--- src/hdl/chdec_pkg.sv ---
// Types and constants of the chunked body decoder.
`default_nettype none

package chdec_pkg;

  // One raw body byte with its end-of-buffer flag
  typedef struct packed {
    logic [7:0] body_byte;
    logic       end_of_body;
  } chdec_in_t;

  // One decoder result
  typedef struct packed {
    logic       has_data;
    logic [7:0] payload_byte;
    logic [2:0] status;
  } chdec_out_t;

  // Input register contents handed to the decoder FSM
  typedef struct packed {
    logic      valid;
    chdec_in_t item;
  } chdec_in_slot_t;

  // Result produced by the FSM for the output register
  typedef struct packed {
    logic       valid;
    chdec_out_t item;
  } chdec_res_t;

  // Status codes
  localparam logic [2:0] ST_RUN    = 3'd0;
  localparam logic [2:0] ST_DONE   = 3'd1;
  localparam logic [2:0] ST_LINE   = 3'd2;
  localparam logic [2:0] ST_TRUNC  = 3'd3;
  localparam logic [2:0] ST_NOCRLF = 3'd4;

  // Decoder phases
  localparam logic [2:0] PH_SKIP    = 3'd0;
  localparam logic [2:0] PH_SKIP_CR = 3'd1;
  localparam logic [2:0] PH_DIGITS  = 3'd2;
  localparam logic [2:0] PH_REST    = 3'd3;
  localparam logic [2:0] PH_REST_CR = 3'd4;
  localparam logic [2:0] PH_DATA    = 3'd5;
  localparam logic [2:0] PH_DATA_CR = 3'd6;
  localparam logic [2:0] PH_DATA_LF = 3'd7;

  // Characters
  localparam logic [7:0] CHAR_CR    = 8'h0d;
  localparam logic [7:0] CHAR_LF    = 8'h0a;
  localparam logic [7:0] CHAR_SPACE = 8'h20;
  localparam logic [7:0] CHAR_TAB   = 8'h09;

endpackage

`default_nettype wire

--- src/hdl/chdec_in_stage.sv ---
// Input register of the chunked body decoder.
`default_nettype none

module chdec_in_stage (
  input  logic                     clk_i,
  input  logic                     rst_ni,
  input  logic                     in_valid_i,
  output logic                     in_stall_o,
  input  chdec_pkg::chdec_in_t     in_data_i,
  input  logic                     advance_i,
  output chdec_pkg::chdec_in_slot_t slot_o
);
  import chdec_pkg::*;

  logic      valid_q, valid_d;
  chdec_in_t item_q;

  // Hold the registered byte while the FSM cannot consume it
  assign in_stall_o = valid_q && !advance_i;
  assign valid_d    = in_stall_o ? valid_q : in_valid_i;

  always_ff @(posedge clk_i or negedge rst_ni) begin
    if (!rst_ni) begin
      valid_q <= 1'b0;
    end else begin
      valid_q <= valid_d;
    end
  end

  // Capture the payload on each transfer
  always_ff @(posedge clk_i) begin
    if (in_valid_i && !in_stall_o) begin
      item_q <= in_data_i;
    end
  end

  assign slot_o.valid = valid_q;
  assign slot_o.item  = item_q;

endmodule

`default_nettype wire

--- src/hdl/chdec_fsm.sv ---
// Chunk framing state machine: size line parsing, payload count, CRLF checks.
`default_nettype none

module chdec_fsm #(
  parameter int SIZE_BITS = 32
) (
  input  logic                      clk_i,
  input  logic                      rst_ni,
  input  logic                      fire_i,
  input  chdec_pkg::chdec_in_slot_t slot_i,
  output chdec_pkg::chdec_res_t     res_o
);
  import chdec_pkg::*;

  logic [2:0]           phase_q, phase_d;
  logic [SIZE_BITS-1:0] left_q, left_d;
  logic                 ovf_q, ovf_d;
  logic                 fin_q, fin_d;

  logic [7:0] b;
  logic       eob;
  logic       is_hex, is_blank, is_cr;
  logic [3:0] nib;

  // Line-byte helper results
  logic [2:0]           lbase;
  logic [2:0]           ln_phase;
  logic [SIZE_BITS-1:0] ln_left, dig_left, left_dec;
  logic                 ln_ovf, dig_ovf;

  logic       has;
  logic [2:0] st;

  assign b   = slot_i.item.body_byte;
  assign eob = slot_i.item.end_of_body;

  // Classify the byte
  always_comb begin
    is_hex = 1'b1;
    nib    = 4'd0;
    if (b >= "0" && b <= "9") begin
      nib = 4'(b - 8'h30);
    end else if (b >= "a" && b <= "f") begin
      nib = 4'(b - 8'h57);
    end else if (b >= "A" && b <= "F") begin
      nib = 4'(b - 8'h37);
    end else begin
      is_hex = 1'b0;
    end
  end

  assign is_cr    = (b == CHAR_CR);
  assign is_blank = (b == CHAR_SPACE) || (b >= CHAR_TAB && b <= CHAR_CR);

  // Accumulate one hex digit, saturating on overflow
  always_comb begin
    dig_left = left_q;
    dig_ovf  = ovf_q;
    if (!ovf_q) begin
      if (left_q[SIZE_BITS-1 -: 4] != 4'd0) begin
        dig_ovf  = 1'b1;
        dig_left = '1;
      end else begin
        dig_left = {left_q[SIZE_BITS-5:0], nib};
      end
    end
  end

  // Size line byte that is not a line end; CR phases fall back to their base
  always_comb begin
    if (phase_q == PH_SKIP_CR) begin
      lbase = PH_SKIP;
    end else if (phase_q == PH_REST_CR) begin
      lbase = PH_REST;
    end else begin
      lbase = phase_q;
    end
    ln_left = left_q;
    ln_ovf  = ovf_q;
    if (lbase == PH_SKIP) begin
      if (is_cr) begin
        ln_phase = PH_SKIP_CR;
      end else if (is_blank) begin
        ln_phase = PH_SKIP;
      end else if (is_hex) begin
        ln_phase = PH_DIGITS;
        ln_left  = dig_left;
        ln_ovf   = dig_ovf;
      end else begin
        ln_phase = PH_REST;
      end
    end else if (lbase == PH_DIGITS && is_hex) begin
      ln_phase = PH_DIGITS;
      ln_left  = dig_left;
      ln_ovf   = dig_ovf;
    end else begin
      ln_phase = is_cr ? PH_REST_CR : PH_REST;
    end
  end

  assign left_dec = left_q - SIZE_BITS'(1);

  // Step the decoder by one byte
  always_comb begin
    phase_d = phase_q;
    left_d  = left_q;
    ovf_d   = ovf_q;
    fin_d   = fin_q;
    has     = 1'b0;
    st      = ST_RUN;

    if (fin_q) begin
      // Drop bytes until the end flag rearms the block
      if (eob) begin
        phase_d = PH_SKIP;
        left_d  = '0;
        ovf_d   = 1'b0;
        fin_d   = 1'b0;
      end
    end else begin
      unique case (phase_q)
        PH_SKIP_CR, PH_REST_CR: begin
          if (b == CHAR_LF) begin
            if (left_q == '0) begin
              st = ST_DONE;
            end else if (ovf_q) begin
              st = ST_TRUNC;
            end else begin
              phase_d = PH_DATA;
            end
          end else begin
            phase_d = ln_phase;
            left_d  = ln_left;
            ovf_d   = ln_ovf;
          end
        end
        PH_DATA: begin
          has    = 1'b1;
          left_d = left_dec;
          if (left_dec == '0) begin
            phase_d = PH_DATA_CR;
          end
        end
        PH_DATA_CR: begin
          if (is_cr) begin
            phase_d = PH_DATA_LF;
          end else begin
            st = ST_NOCRLF;
          end
        end
        PH_DATA_LF: begin
          if (b == CHAR_LF) begin
            phase_d = PH_SKIP;
            left_d  = '0;
            ovf_d   = 1'b0;
          end else begin
            st = ST_NOCRLF;
          end
        end
        default: begin
          phase_d = ln_phase;
          left_d  = ln_left;
          ovf_d   = ln_ovf;
        end
      endcase

      // End of buffer before the body is complete
      if (st == ST_RUN && eob) begin
        if (phase_d == PH_DATA) begin
          st = ST_TRUNC;
        end else if (phase_d == PH_DATA_CR || phase_d == PH_DATA_LF) begin
          st = ST_NOCRLF;
        end else begin
          st = ST_LINE;
        end
      end

      // After a status, rearm at once on the end flag, else wait for it
      if (st != ST_RUN) begin
        if (eob) begin
          phase_d = PH_SKIP;
          left_d  = '0;
          ovf_d   = 1'b0;
          fin_d   = 1'b0;
        end else begin
          fin_d = 1'b1;
        end
      end
    end
  end

  // Advance state only when the byte is consumed
  always_ff @(posedge clk_i or negedge rst_ni) begin
    if (!rst_ni) begin
      phase_q <= PH_SKIP;
      left_q  <= '0;
      ovf_q   <= 1'b0;
      fin_q   <= 1'b0;
    end else if (fire_i) begin
      phase_q <= phase_d;
      left_q  <= left_d;
      ovf_q   <= ovf_d;
      fin_q   <= fin_d;
    end
  end

  assign res_o.valid             = slot_i.valid && (has || st != ST_RUN);
  assign res_o.item.has_data     = has;
  assign res_o.item.payload_byte = has ? b : 8'd0;
  assign res_o.item.status       = st;

endmodule

`default_nettype wire

--- src/hdl/chdec_out_stage.sv ---
// Output register of the chunked body decoder.
`default_nettype none

module chdec_out_stage (
  input  logic                   clk_i,
  input  logic                   rst_ni,
  input  logic                   fire_i,
  input  chdec_pkg::chdec_res_t  res_i,
  output logic                   ready_o,
  output logic                   out_valid_o,
  input  logic                   out_stall_i,
  output chdec_pkg::chdec_out_t  out_data_o
);
  import chdec_pkg::*;

  logic       valid_q, valid_d;
  chdec_out_t item_q;
  logic       load;

  // Free when empty or when the held result leaves this cycle
  assign ready_o = !valid_q || !out_stall_i;
  assign load    = fire_i && res_i.valid;

  always_comb begin
    if (load) begin
      valid_d = 1'b1;
    end else if (!out_stall_i) begin
      valid_d = 1'b0;
    end else begin
      valid_d = valid_q;
    end
  end

  always_ff @(posedge clk_i or negedge rst_ni) begin
    if (!rst_ni) begin
      valid_q <= 1'b0;
    end else begin
      valid_q <= valid_d;
    end
  end

  // Hold the result until its transfer
  always_ff @(posedge clk_i) begin
    if (load) begin
      item_q <= res_i.item;
    end
  end

  assign out_valid_o = valid_q;
  assign out_data_o  = item_q;

endmodule

`default_nettype wire

--- src/hdl/http_chunked_body_decoder_unit.sv ---
// Top level of the HTTP chunked body decoder.
// Usage:
//   Input channel: one raw body byte per transfer (in_valid_i, in_stall_o,
//   in_data_i); set end_of_body on the last byte of a received buffer.
//   Output channel: at most one result per byte (out_valid_o, out_stall_i,
//   out_data_o). A result carries a payload byte (has_data), a status, or
//   both. Bytes of the size lines and CRLFs give a result only with a status.
//   Path: a transferred byte is captured in the input register, then decoded
//   into the output register. Throughput is one byte per cycle while the
//   receiver does not stall, set by the framing state update between the
//   two registers.
//   When the receiver stalls a held result, the decoder does not advance;
//   in_stall_o is high while the input register holds a byte behind it.
//   Any nonzero status ends the body; the consumer drops all payload of the
//   buffer on an error status. Bytes after a status are dropped until one
//   with end_of_body, which rearms the decoder.
//   Reset clears the valid flags of both registers and returns the decoder
//   to the start of a size line with a zero size.
`default_nettype none

module http_chunked_body_decoder_unit #(
  parameter int SIZE_BITS = 32
) (
  input  logic                  clk_i,
  input  logic                  rst_ni,
  input  logic                  in_valid_i,
  output logic                  in_stall_o,
  input  chdec_pkg::chdec_in_t  in_data_i,
  output logic                  out_valid_o,
  input  logic                  out_stall_i,
  output chdec_pkg::chdec_out_t out_data_o
);
  import chdec_pkg::*;

  chdec_in_slot_t slot;
  chdec_res_t     res;
  logic           out_ready;
  logic           fire;

  // Consume the registered byte when the output side can take its result
  assign fire = slot.valid && out_ready;

  chdec_in_stage u_in (
    .clk_i      (clk_i),
    .rst_ni     (rst_ni),
    .in_valid_i (in_valid_i),
    .in_stall_o (in_stall_o),
    .in_data_i  (in_data_i),
    .advance_i  (out_ready),
    .slot_o     (slot)
  );

  chdec_fsm #(
    .SIZE_BITS (SIZE_BITS)
  ) u_fsm (
    .clk_i  (clk_i),
    .rst_ni (rst_ni),
    .fire_i (fire),
    .slot_i (slot),
    .res_o  (res)
  );

  chdec_out_stage u_out (
    .clk_i       (clk_i),
    .rst_ni      (rst_ni),
    .fire_i      (fire),
    .res_i       (res),
    .ready_o     (out_ready),
    .out_valid_o (out_valid_o),
    .out_stall_i (out_stall_i),
    .out_data_o  (out_data_o)
  );

endmodule

`default_nettype wire

--- config.mk ---
export PLATFORM = sky130hd
export DESIGN_NAME = http_chunked_body_decoder_unit
export DESIGN_NICKNAME = d
export VERILOG_FILES = /design/src/hdl/chdec_pkg.sv /design/src/hdl/chdec_in_stage.sv /design/src/hdl/chdec_fsm.sv /design/src/hdl/chdec_out_stage.sv /design/src/hdl/http_chunked_body_decoder_unit.sv
export SDC_FILE = /design/constraint.sdc
export NUM_CORES = 1
export LEC_CHECK = 0
export CAP_MARGIN = 10
export CELL_PAD_IN_SITES_DETAIL_PLACEMENT = 1
export CELL_PAD_IN_SITES_GLOBAL_PLACEMENT = 2
export CORE_MARGIN = 3
export CORE_UTILIZATION = 36
export DETAILED_ROUTE_END_ITERATION = 10
export DONT_BUFFER_PORTS = 1
export GPL_TIMING_DRIVEN = 0
export PLACE_DENSITY_LB_ADDON = 0.1
export SLEW_MARGIN = 0
export SYNTH_ARGS = -nofsm -noshare
export SYNTH_HDL_FRONTEND = slang
export SYNTH_HIERARCHICAL = 1
export SYNTH_SLANG_ARGS = --single-unit
--- constraint.sdc ---
create_clock -name clk_i -period 5.25 [get_ports clk_i]
set_input_delay 1.05 -clock clk_i [delete_from_list [all_inputs] [get_ports clk_i]]
set_output_delay 1.05 -clock clk_i [all_outputs]
set_load 0.005 [all_outputs]
==> flow_summary.toml <==
[run_status]
result_of_the_run = "finished clean"

[worst_setup_path]
criticalPathCategory = "reg -> reg"
worst_path_most_repeated_cell = "nand4_1"
critical_path_arrival_ns = 4.22
cp_slowest_cell = "o41ai_1"
worstPathBufferInverterCount = 2
reg2reg_from = "u_fsm/left_q[1]"
critical_path.endpoint_type = "flip-flop"
timing.rr.end = "u_out/out_data_o[0]"
critPathLaunchType = "flip-flop"
reg2reg_depth = 10
worstPathRequired_ns = 5.35
crit_path_largest_cell_delay_ns = 0.72
cp_cell_sequence = "clkbuf_1 > inv_1 > ha_1 > nor4b_2 > nand4_1 > o41ai_1 > nand4_1 > a2111oi_4 > nor2_2 > o311a_1"
cpLargestDelayFamily = "compound AO/OA/AOI/OAI gates"
regToRegSetupSlack_ns = 1.13
worst-path-max-fanout = 10

[min_path]
worstHoldPathType = "in -> async"

[power_and_ir_drop]
p_per_area_nw_per_um2 = 302
lkg_pwr_nw = 1.93
finalPower_mw = 1.52
peak_vdd_ir_mv = 0.120

[sta]
clock.fmax_mhz = 243
setup_viol = 0
final.period_utilization_pct = 78.5
rsz0062_at_grt = "false"
hold-worst-slack_ns = 0.391
timing.final.max_slew_violations = 0
timing.slew.headroom_pct = 17.5
worst_setup_skew_after_layout_ns = 0.00748
endpoints_failing_hold = 0
final.setup.tns_ns = 0
timing.final.crit_period_ns = 4.12
tightestPinTransition_ns = 1.24

[cts]
post_cts_resize_count = 0
holdBufCountCts = 0
clk_pin_slew_worst_paths_ns = 0.06
clkSinkCount = 60
tritoncts.num_buffers = 9
h-tree-depth = 3
tritoncts = "yes"
clk-insertion-delay-late_ns = 0.35
cts_post_setup_buffers_inserted = 0
cts-root-buf = "clkbuf_16"
ctsLongestPathBuffers = 2

[floorplan]
core_region_area_um2 = 12200
ioPinCount = 27
chipHeight_um = 118
floorplan.rows = 40
die_width_um = 118
start_util_pct = 37.3
fp.dieArea_um2 = 14000

[route]
postRouteWirelength_mm = 17.4
route.detailed.drc = 0
iteration_0_drc_count_of_the_detailed_router = 358
avgViaCountPerCell = 6.25
routed-via-count = 4674
post_drt_wl_per_cell_um = 23.2
postRouteAntennaNets = 0
drt_first_pass_iters = 5

[final_layout]
syn2layout_area_growth_pct = 11.3
fin_area_um2 = 5050
final_net_count = 595
final_layout_size_suffix_gt1_share_pct = 7.76
n_antenna_cell = 0

[grt]
grt_first_pass_wirelength_mm = 26.9
gr-total-overflow = 0
grtUsageTotal_pct = 25.1
grt_antenna_before_repair = 0
grt_max_degree = 40
first_global_vias = 4638

[synth]
post_synthesis_instance_area_um2 = 4530
synth-seq-cells = 60
synth_edf_count = 21
ys_dominant_reg_cell = "dfrtp_1"
syn_area_per_cell_um2 = 8.05
yosysSeqAreaShare_pct = 35.4
gate_count_after_technology_mapping = 563
syn-num-nets = 583
postSynth.asyncResetShare_pct = 65.0
unique_cell_type_count_in_the_yosys_netlist = 77
synth_warnings = 6

[placement]
io_buffers = 0
placement.cell_area_um2 = 4760
dp.final_hpwl_mm = 12.4
place.gp.congestion = 0.906

[job]
max_cap_viol_count = 0
==> synth_stat cells (3+ instances only) <==
library cell | instances | share of area (%)
nor3_1 | 25 | 2.8
a221oi_1 | 4 | 0.77
a22oi_1 | 6 | 0.99
or3b_2 | 4 | 0.77
o41ai_1 | 4 | 0.77
a21oi_1 | 41 | 4.5
inv_1 | 11 | 0.91
a21o_1 | 3 | 0.50
a211oi_1 | 4 | 0.66
nand4_1 | 9 | 1.2
and2_1 | 6 | 0.83
clkbuf_1 | 44 | 3.6
o21a_1 | 5 | 0.83
o31ai_1 | 11 | 1.8
or3_1 | 10 | 1.4
edfxtp_1 | 21 | 14
nand3_1 | 21 | 2.3
buf_4 | 3 | 0.50
o21ai_0 | 74 | 8.2
and3_1 | 9 | 1.2
o211ai_1 | 18 | 3.0
nand3b_1 | 3 | 0.50
nand2b_1 | 4 | 0.55
nand2_1 | 59 | 4.9
ha_1 | 7 | 1.9
nor2_1 | 33 | 2.7
nor4_1 | 16 | 2.2
nor3b_1 | 8 | 1.3
dfrtp_1 | 39 | 22
==> metal layers <==
| metal | vias up | part of all wire (%) | global-route usage (%) |
|---|---|---|---|
| met5 | - | 0 | 0 |
| met4 | 0 | 2.0 | 9.23 |
| met2 | 143 | 44 | 36.7 |
| li1 | 2158 | - | - |
| met3 | 25 | 5.9 | 3.78 |
| met1 | 2348 | 49 | 37.2 |
==> layout make-up <==
type / count / area, µm²
Tap cell: 168 / 210
Inverter: 12 / 45.0
Timing Repair Buffer: 1 / 11.3
Fill cell: 1501 / 7110
Buffer: 52 / 224
Sequential cell: 60 / 1610
Clock inverter: 7 / 57.6
Clock buffer: 9 / 225
Multi-Input combinational cell: 439 / 2670
==> kinds of logic after synthesis <==
kind of cell,after synthesis,share of synthesized area (%)
buffers and inverters,64,5.93
AO/OA/AOI/OAI,201,28.6
adder cells (fa/ha/maj),8,2.15
flip-flops,60,35.4
multiplexers,1,0.221
XOR/XNOR,3,0.580
AND/OR/NAND/NOR,226,27.1
==> report_power, final <==
part           switching (mW)  total (mW)  internal [mW]  leakage [nW]
clock                   0.252       0.577          0.326         0.134
sequential             0.0214       0.529          0.508         0.741
combinational           0.286       0.418          0.131          1.06
==> worst reg2reg max path: cells and delay by family (launching register included) <==
kind                       cells  cell delay (ns)
AOI/OAI and AO/OA              3             1.50
buffers and inverters          2             0.38
adders and majority gates      1             0.33
DFF                            1             0.38
and+or+nand+nor                4             1.28
==> stage by stage <==
stage / cells / utilization [%] / setup slack, ns
final: 748 / 41.5 / 1.13
after global routing: 748 / 41.5 / 0.883
after CTS: 748 / 41.5 / 1.14
after detailed placement: 732 / 39.2 / 1.16
after global placement: 731 / 39.0 / 1.11
after floorplan: 563 / - / 2.23
==> layout by cell type (no fill, tap or decap), types with 3 or more instances in the layout <==
| master | netlist | routed |
|---|---|---|
| edfxtp_1 | 21 | 21 |
| ha_1 | 7 | 7 |
| and2_1 | 6 | 6 |
| nor3_1 | 25 | 25 |
| a21o_1 | 3 | 3 |
| a211oi_1 | 4 | 4 |
| o31ai_1 | 11 | 10 |
| o21a_1 | 5 | 5 |
| clkbuf_16 | 0 | 9 |
| buf_6 | 2 | 3 |
| a21oi_1 | 41 | 41 |
| buf_4 | 3 | 3 |
| nand2_1 | 59 | 59 |
| nor2_1 | 33 | 33 |
| or3b_2 | 4 | 4 |
| clkbuf_1 | 44 | 44 |
| or3_1 | 10 | 10 |
| nand3_1 | 21 | 21 |
| nor3b_1 | 8 | 8 |
| a221oi_1 | 4 | 4 |
| o21ai_0 | 74 | 74 |
| o41ai_1 | 4 | 4 |
| o211ai_1 | 18 | 18 |
| nand4_1 | 9 | 9 |
| nor4_1 | 16 | 16 |
| a22oi_1 | 6 | 6 |
| inv_1 | 11 | 11 |
| nand3b_1 | 3 | 3 |
| dfrtp_1 | 39 | 39 |
| and3_1 | 9 | 9 |
| nand2b_1 | 4 | 4 |
==> worst max path at each step <==
stage               startpoint  slack [ns]  cells after the start                   to
5_1_grt        u_fsm/left_q[1]        0.88                     10  u_out/out_data_o[0]
6_report       u_fsm/left_q[1]        1.13                     10  u_out/out_data_o[0]
3_5_place_dp   u_fsm/left_q[1]        1.16                     10  u_out/out_data_o[0]
2_1_floorplan  u_fsm/left_q[1]        2.23                      9  u_out/out_data_o[0]
3_3_place_gp    u_in/slot_o[2]        1.11                      9      u_fsm/left_q[7]
4_1_cts        u_fsm/left_q[1]        1.14                     10  u_out/out_data_o[0]
==> sequential cells by signal, indices dropped and copies added (netlist names) <==
name and cells:
u_fsm/phase_q 3, u_fsm/left_q 32, u_in/valid_q 1, u_out/out_valid_o 1
u_out/out_data_o 12, u_fsm/ovf_q 1, u_fsm/fin_q 1, u_in/slot_o 9
(Power assumes the default switching activity.)
